### src/rational_arith_unit_core_defines.svh
// Assertion macros shared by the rational arithmetic unit
`ifndef RATIONAL_ARITH_UNIT_CORE_DEFINES_SVH
`define RATIONAL_ARITH_UNIT_CORE_DEFINES_SVH
// Implication checked on every clock edge outside reset
`define RAU_ASSERT_IMP(label, ante, cons, msg) \
  label: assert property (@(posedge clk) disable iff (rst) (ante) |-> (cons)) else $error(msg);
// Next-cycle implication checked outside reset
`define RAU_ASSERT_NEXT(label, ante, cons, msg) \
  label: assert property (@(posedge clk) disable iff (rst) (ante) |=> (cons)) else $error(msg);
`endif

### src/rau_pkg.sv
// ----------------------------------------------------------------------------
// rau_pkg
// Opcodes and shared types for the rational arithmetic unit.
// ----------------------------------------------------------------------------
package rau_pkg;
  localparam logic [1:0] OP_ADD = 2'd0;
  localparam logic [1:0] OP_SUB = 2'd1;
  localparam logic [1:0] OP_MUL = 2'd2;
  localparam logic [1:0] OP_DIV = 2'd3;

  // Command and status between sequencer and divider
  typedef struct packed {
    logic start;
  } div_cmd_t;

  typedef struct packed {
    logic busy;
    logic done;
  } div_sts_t;
endpackage

### src/rau_div.sv
// ----------------------------------------------------------------------------
// rau_div
// Restoring divider, one quotient bit per cycle, 64-bit unsigned operands.
// ----------------------------------------------------------------------------
module rau_div (
  input  logic              clk,
  input  logic              rst,
  input  rau_pkg::div_cmd_t cmd,
  input  logic [63:0]       dividend,
  input  logic [63:0]       divisor,
  output rau_pkg::div_sts_t sts,
  output logic [63:0]       quot,
  output logic [63:0]       rem
);
  logic [6:0]  cnt;
  logic        busy;
  logic        done;
  logic [63:0] q;
  logic [63:0] r;
  logic [63:0] d;
  logic [64:0] r_sh;
  logic [64:0] r_sub;

  // Shift in next dividend bit and trial subtract
  assign r_sh  = {r, q[63]};
  assign r_sub = r_sh - {1'b0, d};

  always_ff @(posedge clk) begin
    if (rst) begin
      busy <= 1'b0;
      done <= 1'b0;
      cnt  <= '0;
    end else begin
      done <= 1'b0;
      if (cmd.start) begin
        busy <= 1'b1;
        cnt  <= 7'd64;
        q    <= dividend;
        r    <= '0;
        d    <= divisor;
      end else if (busy) begin
        if (!r_sub[64]) begin
          r <= r_sub[63:0];
          q <= {q[62:0], 1'b1};
        end else begin
          r <= r_sh[63:0];
          q <= {q[62:0], 1'b0};
        end
        cnt <= cnt - 7'd1;
        if (cnt == 7'd1) begin
          busy <= 1'b0;
          done <= 1'b1;
        end
      end
    end
  end

  assign sts.busy = busy;
  assign sts.done = done;
  assign quot     = q;
  assign rem      = r;
endmodule

### config.mk
export PLATFORM = sky130hd
export DESIGN_NAME = rau_div
export DESIGN_NICKNAME = d
export VERILOG_FILES = /design/src/rational_arith_unit_core_defines.svh /design/src/rau_pkg.sv /design/src/rau_div.sv
export SDC_FILE = /design/constraint.sdc
export NUM_CORES = 1
export LEC_CHECK = 0
export ABC_AREA = 0
export BUFFER_PORTS_ARGS = -buffer_cell sky130_fd_sc_hd__buf_2
export CAP_MARGIN = 20
export CORE_ASPECT_RATIO = 0.75
export CORE_UTILIZATION = 55
export DETAILED_ROUTE_END_ITERATION = 7
export GPL_TIMING_DRIVEN = 0
export PLACE_DENSITY = 0.81
export SLEW_MARGIN = 20
export SYNTH_ARGS = -nofsm -noshare
export SYNTH_HDL_FRONTEND = slang
export SYNTH_SLANG_ARGS = --single-unit
export TNS_END_PERCENT = 20
### constraint.sdc
create_clock -name clk -period 9.3 [get_ports clk]
set_input_delay 0.93 -clock clk [delete_from_list [all_inputs] [get_ports clk]]
set_output_delay 0.93 -clock clk [all_outputs]
set_load 0.01 [all_outputs]
After elaboration in Yosys (flattened, before gate mapping)
Index checks and enable logic that the tools add are counted.
Cells by class
  muxes and demuxes: 11
  equal/unequal tests: 1
  bitwise operators: 2
  add/subtract/negate cells: 2
  reductions and logical operators: 5
Operator list (count)
  two-way mux 64 bit: 4
  subtractor 65 x 64 -> 65 bit: 1
  two-way mux 7 bit: 2
  equality test 7 x 1 -> 1 bit (second input constant): 1
  subtractor 7 x 1 -> 7 bit (second input constant): 1
  two-way mux 1 bit: 5
  AND reduction 2 bit: 2
  OR reduction 3 bit: 1
  NOT 1 bit: 2
  nonzero test 2 bit: 1
  OR reduction 2 bit: 1
Word-level totals
  bits of input ports: 131
  word-level logic and storage cells: 28
  register bits: 201

Longest topological paths before layout
Gate-level depths: netlist of the first run.
  depth after elaboration: 4
  gate-level depth with buffers: 15

Worst setup path after synthesis of the first run
OpenSTA, ideal clock, no wires.
  path kind: in2reg
  from: in cmd
  to: reg q[0], in the netlist quot[0] (enable)
  data required time: 8.684 ns
  buffers on the path: 3
  stages on the path: 5
  slack: 1.456 ns
  arrival time: 7.228 ns
  cells stage by stage: clkbuf_1 clkbuf_1 clkbuf_1 nor2_1 nor2_1
On the way
  cells in the longest elaborated chain, start to end: 2
RTL lines
  from (decl): line rau_div.sv:8  | input rau_pkg::div_cmd_t cmd,
  nonzero test 2 bit (no line)
  AND reduction 2 bit (no line)
  to (signal assigned): line rau_div.sv:38  | q <= dividend;
  to (signal assigned): line rau_div.sv:44  | q <= {q[62:0], 1'b1};
  to (signal assigned): line rau_div.sv:47  | q <= {q[62:0], 1'b0};
  to (decl): line rau_div.sv:18  | logic [63:0] q;
Every way passes these cells.
A chain may end at the register's enable or synchronous reset.

Worst setup path in the final report of the first run
  from: reg q[63], in the netlist quot[63]
  to: reg r[58], in the netlist rem[58] (data pin)
On the way
  cells in the longest elaborated chain, start to end: 3
RTL lines
  subtractor 65 x 64 -> 65 bit: line rau_div.sv:26  | assign r_sub = r_sh - {1'b0, d};
  two-way mux 64 bit: line rau_div.sv:42  | if (!r_sub[64]) begin
  two-way mux 64 bit: line rau_div.sv:41  | end else if (busy) begin
  to (signal assigned): line rau_div.sv:43  | r <= r_sub[63:0];
  to (signal assigned): line rau_div.sv:46  | r <= r_sh[63:0];
  to (decl): line rau_div.sv:19  | logic [63:0] r;
Every way passes these cells. The select of a mux whose other input is x is not followed.

==> run summary, run 1 <==
Clock tree
* **Post-CTS Setup Bufs** 0
* **number of gates given a new drive strength after cts** 0
* **Clock Sink Count** 201
* **clock root buffer** clkbuf_16
* **TritonCTS Buffers** 22
* **number of H-tree levels** 1
* **CTS tree** built
* **Reg clk slew, reported paths** 0.06 ns
* **hold buffer count at cts** 0
* **maximum clock insertion buffer count** 3
* **clock latency reported for the late side of the worst-skew pair** 0.52 ns

Setup path
* **Reg2Reg Setup Slack** 5.00 ns
* **CP startpoint kind** flop
* **end of the worst register-to-register path** rem[58]$_SDFFCE_PP0P_
* **Arrival @ worst endpoint** 4.57 ns
* **required time reported for the critical path endpoint** 9.57 ns
* **source of the worst register-to-register timing path** quot[63]$_DFFE_PP_
* **FF-to-FF path depth** 13
* **crit-path max FO** 4
* **category of the worst setup path capture point** flop
* **critical path start-end classification** flop to flop

GRT
* **initial antenna violation count** 3
* **total grt overflow** 0
* **met1 routing resource usage after global routing** 40.8%
* **routing layer with the top usage in global route** met2
* **met3 layer usage reported by global route** 4.11%
* **met2 usage** 45.5%
* **global-route usage over all layers** 28.8%
* **largest net degree at the start of global routing** 29
* **global-route wire length before repair** 51000 µm
* **number of global-route vias before repair** 9477

Power and ir drop
* **proportion of power drawn by the clock network** 28.5%
* **switching power total** 0.00101 W
* **internal power consumption** 0.00195 W
* **switching share of power** 34.1%
* **Gate power share** 32.6%
* **sequential cell fraction of total power** 38.9%
* **power density normalized to cell area** 203 mW/mm²
* **largest voltage drop on the vdd net** 188 µV
* **static leakage** 6.21 nW

Die
* **number of core rows** 46
* **initial core utilization** 56.4%
* **Die ar.** 0.0225 mm²
* **height of the die** 130 µm
* **num ports** 261
* **area of the core region** 0.0213 mm²
* **die span in x** 173 µm

Logic synthesis
* **leading post-synthesis cells by instance count** edfxtp_1 (192), nand2_1 (150), a21oi_1 (114)
* **synthesized instance count** 1147
* **cell taking the most area after synthesis** edfxtp_1
* **Synth async-reset ratio** 0%
* **top-count cell post-synth** edfxtp_1
* **post-synth design cell area** 0.0120 mm²
* **post-synthesis register bit count** 201
* **area share of the leading cell type in the synthesized netlist** 48.0%
* **post-synthesis net count** 1345
* **Mean Syn Cell Area** 10.5 µm²
* **share of the yosys chip area belonging to registers** 49.5%
* **main area contributors after synthesis** edfxtp_1 (48%), ha_1 (6.9%), mux2_2 (5.9%)
* **number of enable-type register cells in the synthesized netlist** 192
* **most common flop cell mapped by yosys** edfxtp_1
* **synth unique cells** 67
* **count of synthesis-stage warnings from yosys** 0

STA
* **Fin Clk Skew** 0.0160 ns
* **fmax** 0.233 GHz
* **final period demand of the worst path** 4.30 ns
* **Slew Viols, Final** 0
* **worst slew pin tran** 0.966 ns
* **Min Hold Slack** 0.521 ns
* **fin crit share** 46.2%
* **number of hold violations in the final report** 0
* **unrepaired setup endpoints after global routing** no
* **setup violation total in the final timing report** 0
* **max_slew headroom** 34.0%

Hold path
* **hold-critical path endpoint** cnt[1]$_SDFFE_PP0P_
* **Hold Crit Start** cnt[1]$_SDFFE_PP0P_
* **Tightest Hold Check Type** flop to flop
* **Hold Path Stages** 2

Routing
* **Residual DRC** 0
* **count of vias placed by the detailed router** 9985
* **First DRT Iteration DRCs** 932
* **total length of routed wires** 32700 µm
* **via density per instance** 5.73
* **remaining number of nets flagged by the antenna check after routing** 0
* **number of iterations in the first detailed-routing pass** 6
* **wire length per cell after detailed routing** 18.8 µm

Placed design
* **HPWL after detailed placement** 24900 µm
* **Routability Congestion** 0.951
* **placement-stage cell area** 0.0139 mm²
* **count of input and output buffers** 259
* **DP Cell Count** 1701

Final layout
* **number of non-filler instances in the completed layout** 1743
* **area added between synthesis and finish** 21.1%
* **fraction of layout instances using a drive strength above 1** 30.4%
* **Util after Layout** 68.3%
* **filler cell count in the final layout** 1658
* **Finished Cell Area** 0.0146 mm²
* **Final Net Count** 1635

Status
* **run status** finished clean

Flow run
* **maximum capacitance violations** 0

-- state kept, by name, summed over array words and instances, names as in the netlist --
signal	count
d	64
cnt	7
busy	1
done	1
rem	64
quot	64
-- cells in the final DEF, fill, tap and decap left out, types with 4 or more instances in the layout --
cell type and count:
mux2_2 63, edfxtp_1 192, and4_1 4, o21ai_0 41
a21o_1 25, a211oi_1 10, buf_2 273, o31ai_1 8
a21oi_1 114, buf_16 4, ha_1 66, o211ai_1 7
a31oi_1 12, o21ai_1 7, clkinv_2 4, and3_1 7
nor2_1 60, nand2_2 21, nand2_1 150, clkbuf_16 22
dfxtp_1 9, inv_1 87, clkbuf_8 4, o21bai_1 9
o21a_1 8, xnor2_1 40, nor3_1 6, nand4_1 14
a21oi_2 22, xor2_1 25, nand3_1 22, and2_1 9
o41ai_1 4, nand2b_1 5, buf_8 4, clkbuf_1 33
-- area by class of cell --
type | instances | area, µm² | area share [%]
clock inverters | 10 | 66.3 | 0.456
well taps | 288 | 360 | 2.48
multi-input cells | 806 | 5480 | 37.7
plain buffers | 52 | 275 | 1.89
inverters | 88 | 330 | 2.27
diodes | 2 | 5.00 | 0.0344
repair buffers | 266 | 1470 | 10.1
clock buffers | 30 | 621 | 4.26
flip-flops and latches | 201 | 5950 | 40.9
-- per-stage QoR --
stage	setup TNS, ns	power [W]	worst slack [ns]
finish	0	0.00296	5.00
global route	0	0.00311	4.83
CTS	0	0.00296	5.03
detailed placement	0	0.00212	5.04
global placement	-242.31	0.00209	-1.90
floorplan	0	0.00184	1.46
-- power groups by stage --
stage | clock (W) | combinational [W] | sequential (W)
2_1_floorplan | 0 | 0.000652 | 0.00119
3_3_place_gp | 0 | 0.000912 | 0.00118
3_5_place_dp | 0 | 0.000946 | 0.00117
4_1_cts | 0.000852 | 0.000954 | 0.00115
5_1_grt | 0.000885 | 0.00106 | 0.00116
6_report | 0.000843 | 0.000965 | 0.00115
-- worst max path at each step --
stage,startpoint,to,slack [ns],cells past startpoint
finish,quot[63]$_DFFE_PP_,rem[58]$_SDFFCE_PP0P_,5.00,13
global route,quot[63]$_DFFE_PP_,rem[58]$_SDFFCE_PP0P_,4.83,13
CTS,quot[63]$_DFFE_PP_,rem[58]$_SDFFCE_PP0P_,5.03,13
detailed placement,quot[63]$_DFFE_PP_,rem[58]$_SDFFCE_PP0P_,5.04,13
global placement,cmd,rem[22]$_SDFFCE_PP0P_,-1.90,5
floorplan,cmd,quot[0]$_DFFE_PP_,1.46,5
-- worst max-delay path, stage by stage, from the launching register on --
cell and delay [ns]:
edfxtp_1 0.40, inv_1 0.06, ha_1 0.23, fa_1 0.38
nand2b_1 0.22, a21oi_2 0.21, o2111ai_1 0.22, a31oi_1 0.46
a41oi_1 0.42, o41ai_1 0.67, a221o_1 0.37, a41oi_1 0.18
xnor2_1 0.17, o21ai_1 0.07
-- layer usage --
metal,vias up,routed length [µm]
met1,4738,14800
met5,-,9
met3,82,2210
li1,4731,-
met2,432,14500
met4,2,1140
-- logic make-up after synthesis --
kind of cell | Yosys count | share of synthesized area, %
buf+inv | 140 | 5.04
compound gates | 295 | 15.7
simple gates | 314 | 11.9
flops | 201 | 49.5
fa+ha+maj | 67 | 7.04
mux | 64 | 5.99
xor+xnor | 66 | 4.87
Note: power is estimated with default switching activity, not from simulation.
==> run 2, diff against run 1 <==
--- a/config.mk
+++ b/config.mk
@@ -5,14 +5,14 @@
 export SDC_FILE = /design/constraint.sdc
 export NUM_CORES = 1
 export LEC_CHECK = 0
-export ABC_AREA = 0
+export ABC_AREA = 1
 export BUFFER_PORTS_ARGS = -buffer_cell sky130_fd_sc_hd__buf_2
 export CAP_MARGIN = 20
 export CORE_ASPECT_RATIO = 0.75
 export CORE_UTILIZATION = 55
 export DETAILED_ROUTE_END_ITERATION = 7
 export GPL_TIMING_DRIVEN = 0
-export PLACE_DENSITY = 0.81
+export PLACE_DENSITY = 0.79
 export SLEW_MARGIN = 20
 export SYNTH_ARGS = -nofsm -noshare
 export SYNTH_HDL_FRONTEND = slang
==> constraint.sdc (replaced) <==
create_clock -name clk -period 4.23 [get_ports clk]
set_input_delay 0.423 -clock clk [delete_from_list [all_inputs] [get_ports clk]]
set_output_delay 0.423 -clock clk [all_outputs]
set_load 0.01 [all_outputs]
==> run 2 against run 1 <==
  * First-iteration DRC count increased by 52%
  * Critical path depth grew 7
  * Combinational power grew to 3.4 times the previous value
  * Maximum frequency increased by 37%
  * Worst setup slack got worse by 3.9 ns
  * Global-route usage grew 6.3 points
  * Critical endpoint is now rem[61]$_SDFFCE_PP0P_
  * Cell count grew 61%
  * Register-to-register slack got worse by 3.9 ns
  * Utilization down 2.1 points
  * Sequential power is 130% higher
  * Largest cell class is now multi-input gates
  * Synthesized cell count increased by 87%
==> run summary, run 2 <==
Die
* **initial core utilization** 56.2%, was 56.4%
* **num ports** 261, unchanged
* **height of the die** 143 µm, was 130 µm
* **number of core rows** 51, was 46
* **Die ar.** 0.0273 mm², was 0.0225 mm²
* **die span in x** 190 µm, was 173 µm
* **area of the core region** 0.0260 mm², was 0.0213 mm²

Clock tree
* **number of H-tree levels** 1, unchanged
* **hold buffer count at cts** 0, unchanged
* **Clock Sink Count** 201, unchanged
* **clock latency reported for the late side of the worst-skew pair** 0.53 ns, was 0.52 ns
* **clock root buffer** clkbuf_16, unchanged
* **Post-CTS Setup Bufs** 0, unchanged
* **TritonCTS Buffers** 21, was 22
* **number of gates given a new drive strength after cts** 0, unchanged
* **Reg clk slew, reported paths** 0.06 ns, about the same
* **maximum clock insertion buffer count** 3, unchanged
* **CTS tree** built, unchanged

Logic synthesis
* **Mean Syn Cell Area** 6.82 µm², was 10.5 µm²
* **post-synth design cell area** 0.0146 mm², was 0.0120 mm²
* **area share of the leading cell type in the synthesized netlist** 39.4%, was 48.0%
* **number of enable-type register cells in the synthesized netlist** 192, unchanged
* **share of the yosys chip area belonging to registers** 40.6%, was 49.5%
* **count of synthesis-stage warnings from yosys** 0, unchanged
* **post-synthesis net count** 2346, was 1345
* **Synth async-reset ratio** 0%, unchanged
* **synthesized instance count** 2148, was 1147
* **leading post-synthesis cells by instance count** nand2_1 (933), inv_1 (410), nor2_1 (229), was edfxtp_1 (192), nand2_1 (150), a21oi_1 (114)
* **top-count cell post-synth** nand2_1, was edfxtp_1
* **cell taking the most area after synthesis** edfxtp_1, unchanged
* **most common flop cell mapped by yosys** edfxtp_1, unchanged
* **main area contributors after synthesis** edfxtp_1 (39%), nand2_1 (24%), inv_1 (11%), was edfxtp_1 (48%), ha_1 (6.9%), mux2_2 (5.9%)
* **synth unique cells** 39, was 67
* **post-synthesis register bit count** 201, unchanged

Power and ir drop
* **static leakage** 9.56 nW, was 6.21 nW
* **internal power consumption** 0.00454 W, was 0.00195 W
* **sequential cell fraction of total power** 34.2%, was 38.9%
* **switching share of power** 41.2%, was 34.1%
* **largest voltage drop on the vdd net** 427 µV, was 188 µV
* **switching power total** 0.00318 W, was 0.00101 W
* **proportion of power drawn by the clock network** 23.2%, was 28.5%
* **Gate power share** 42.6%, was 32.6%
* **power density normalized to cell area** 448 mW/mm², was 203 mW/mm²

Setup path
* **end of the worst register-to-register path** rem[61]$_SDFFCE_PP0P_, was rem[58]$_SDFFCE_PP0P_
* **critical path's slowest cell** fa_1, was o41ai_1
* **logic depth of the worst path, buffers included** 20, was 13
* **critical path start-end classification** flop to flop, unchanged
* **crit-path cells** inv_1 > ha_1 > fa_1 > inv_1 > nand2_1 > nand2_1 > nand3_1 > nand2_2 > nand2_1 > nand2_2 > nand2_2 > nand2_4 > nand2_4 > nand2_4 > nand2_4 > nand2_8 > buf_6 > nand2_1 > nand2_1 > inv_1, was inv_1 > ha_1 > fa_1 > nand2b_1 > a21oi_2 > o2111ai_1 > a31oi_1 > a41oi_1 > o41ai_1 > a221o_1 > a41oi_1 > xnor2_1 > o21ai_1
* **required time reported for the critical path endpoint** 4.52 ns, was 9.57 ns
* **Largest stage delay, worst path** 0.43 ns, was 0.67 ns
* **source of the worst register-to-register timing path** quot[63]$_DFFE_PP_, unchanged
* **crit-path max FO** 10, was 4
* **cell repeated most along the worst path** nand2_1, was a41oi_1
* **timing endpoint of the critical path** rem[61]$_SDFFCE_PP0P_, was rem[58]$_SDFFCE_PP0P_
* **category of the worst setup path capture point** flop, unchanged
* **CP startpoint kind** flop, unchanged
* **total buffers and inverters traversed by the critical path** 4, was 1
* **Crit. Startpoint** quot[63]$_DFFE_PP_, unchanged
* **Arrival @ worst endpoint** 3.42 ns, was 4.57 ns
* **FF-to-FF path depth** 20, was 13
* **Reg2Reg Setup Slack** 1.10 ns, was 5.00 ns
* **gate family responsible for the most delay along the worst path** simple AND/OR/NAND/NOR gates, was compound AO/OA/AOI/OAI gates

Routing
* **routed metal-1 wirelength** 21000 µm, was 14800 µm
* **remaining number of nets flagged by the antenna check after routing** 0, unchanged
* **metal3 WL** 5020 µm, was 2210 µm
* **number of iterations in the first detailed-routing pass** 5, was 6
* **count of vias placed by the detailed router** 14.5k, was 9985
* **total length of routed wires** 48000 µm, was 32700 µm
* **WL met2** 20700 µm, was 14500 µm
* **highest routing layer actually used** met4, was met5
* **First DRT Iteration DRCs** 1416, was 932
* **via density per instance** 5.17, was 5.73
* **Residual DRC** 0, unchanged
* **wire length per cell after detailed routing** 17.2 µm, was 18.8 µm

STA
* **Fin Clk Skew** 0.0108 ns, was 0.0160 ns
* **unrepaired setup endpoints after global routing** no, unchanged
* **fin crit share** 74.0%, was 46.2%
* **Post-Route Setup TNS** 0 ns, unchanged
* **final period demand of the worst path** 3.13 ns, was 4.30 ns
* **setup violation total in the final timing report** 0, unchanged
* **Slew Viols, Final** 0, unchanged
* **fmax** 0.319 GHz, was 0.233 GHz
* **max_slew headroom** 21.0%, was 34.0%
* **setup slack after layout** 1.10 ns, was 5.00 ns
* **number of hold violations in the final report** 0, unchanged
* **worst slew pin tran** 1.19 ns, was 0.966 ns

Flow run
* **maximum capacitance violations** 0, unchanged

GRT
* **largest net degree at the start of global routing** 29, unchanged
* **total grt overflow** 0, unchanged
* **global-route usage over all layers** 35.1%, was 28.8%
* **number of global-route vias before repair** 13.5k, was 9477
* **global-route wire length before repair** 72300 µm, was 51000 µm
* **initial antenna violation count** 0, was 3

Status
* **run status** finished clean, unchanged

Hold path
* **Tightest Hold Check Type** input pin to flop, was flop to flop
* **Hold Path Stages** 1, was 2

Final layout
* **Final Net Count** 2637, was 1635
* **fraction of layout instances using a drive strength above 1** 15.3%, was 30.4%
* **area added between synthesis and finish** 17.7%, was 21.1%
* **most frequent cells in the layout** nand2_1 (933), inv_1 (410), buf_2 (265), was buf_2 (273), edfxtp_1 (192), nand2_1 (150)
* **Antenna Diode Count** 0, was 2
* **Finished Cell Area** 0.0172 mm², was 0.0146 mm²
* **leading cell type in the layout, fill and taps excluded** nand2_1, was buf_2

Placed design
* **Routability Congestion** 0.992, was 0.951
* **Placement Setup Slack** 1.21 ns, was 5.04 ns
* **count of input and output buffers** 260, was 259
* **placement-stage cell area** 0.0166 mm², was 0.0139 mm²
* **HPWL after detailed placement** 39700 µm, was 24900 µm

run 2: cell families after synthesis:
kind of cell | after synthesis | share of synthesized area [%]
fa+ha+maj | 67 | 5.78
simple gates | 1312 | 36.3
compound gates | 76 | 2.85
buf+inv | 459 | 12.5
xor+xnor | 33 | 1.97
flops | 201 | 40.6
run 2: worst min path at each step:
| stage | start | endpoint |
|---|---|---|
| 3_3_place_gp | cnt[1]$_SDFFE_PP0P_ | cnt[1]$_SDFFE_PP0P_ |
| 3_5_place_dp | cnt[1]$_SDFFE_PP0P_ | cnt[1]$_SDFFE_PP0P_ |
| 6_report | divisor[6] | d[6]$_DFFE_PP_ |
| 5_1_grt | divisor[4] | d[4]$_DFFE_PP_ |
| 2_1_floorplan | cnt[1]$_SDFFE_PP0P_ | cnt[1]$_SDFFE_PP0P_ |
| 4_1_cts | divisor[24] | d[24]$_DFFE_PP_ |
run 2: area by class of cell:
type	instances	area, µm²
Tap cell	344	430
Fill cell	2251	8800
Timing Repair Buffer	268	1510
Sequential cell	201	5950
Inverter	423	1590
Clock inverter	14	101
Clock buffer	24	537
Multi-Input combinational cell	1488	6890
Buffer	36	243
run 2: power groups by stage:
stage,Clock (W),Sequential (W),Combinational (W)
after global routing,0.00187,0.00266,0.00361
after CTS,0.00180,0.00264,0.00321
after floorplan,0,0.00273,0.00205
after detailed placement,0,0.00267,0.00319
final,0.00179,0.00264,0.00329
after global placement,0,0.00268,0.00307
run 2: per-stage QoR:
step	power, W	util (%)	hold WS (ns)	cells
2_1_floorplan	0.00478	-	0.476	2148
3_3_place_gp	0.00574	62.9	0.490	2752
3_5_place_dp	0.00586	63.8	0.513	2760
4_1_cts	0.00765	66.2	0.0497	2798
5_1_grt	0.00814	66.2	0.0530	2798
6_report	0.00772	66.2	0.0639	2798
run 2: routing by layer:
layer / GRT usage, % / vias to the layer above
met4: 10.3 / 0
met5: 0 / -
met1: 49.6 / 6598
met3: 7.03 / 67
met2: 54.2 / 703
li1: - / 7110
run 2: worst reg2reg max path, delay by kind of cell, from the launching register on:
family	cells	cell delay [ns]
AND/OR/NAND/NOR	14	1.44
adder cells (fa/ha/maj)	2	0.66
flip-flops	1	0.36
buffers and inverters	4	0.42
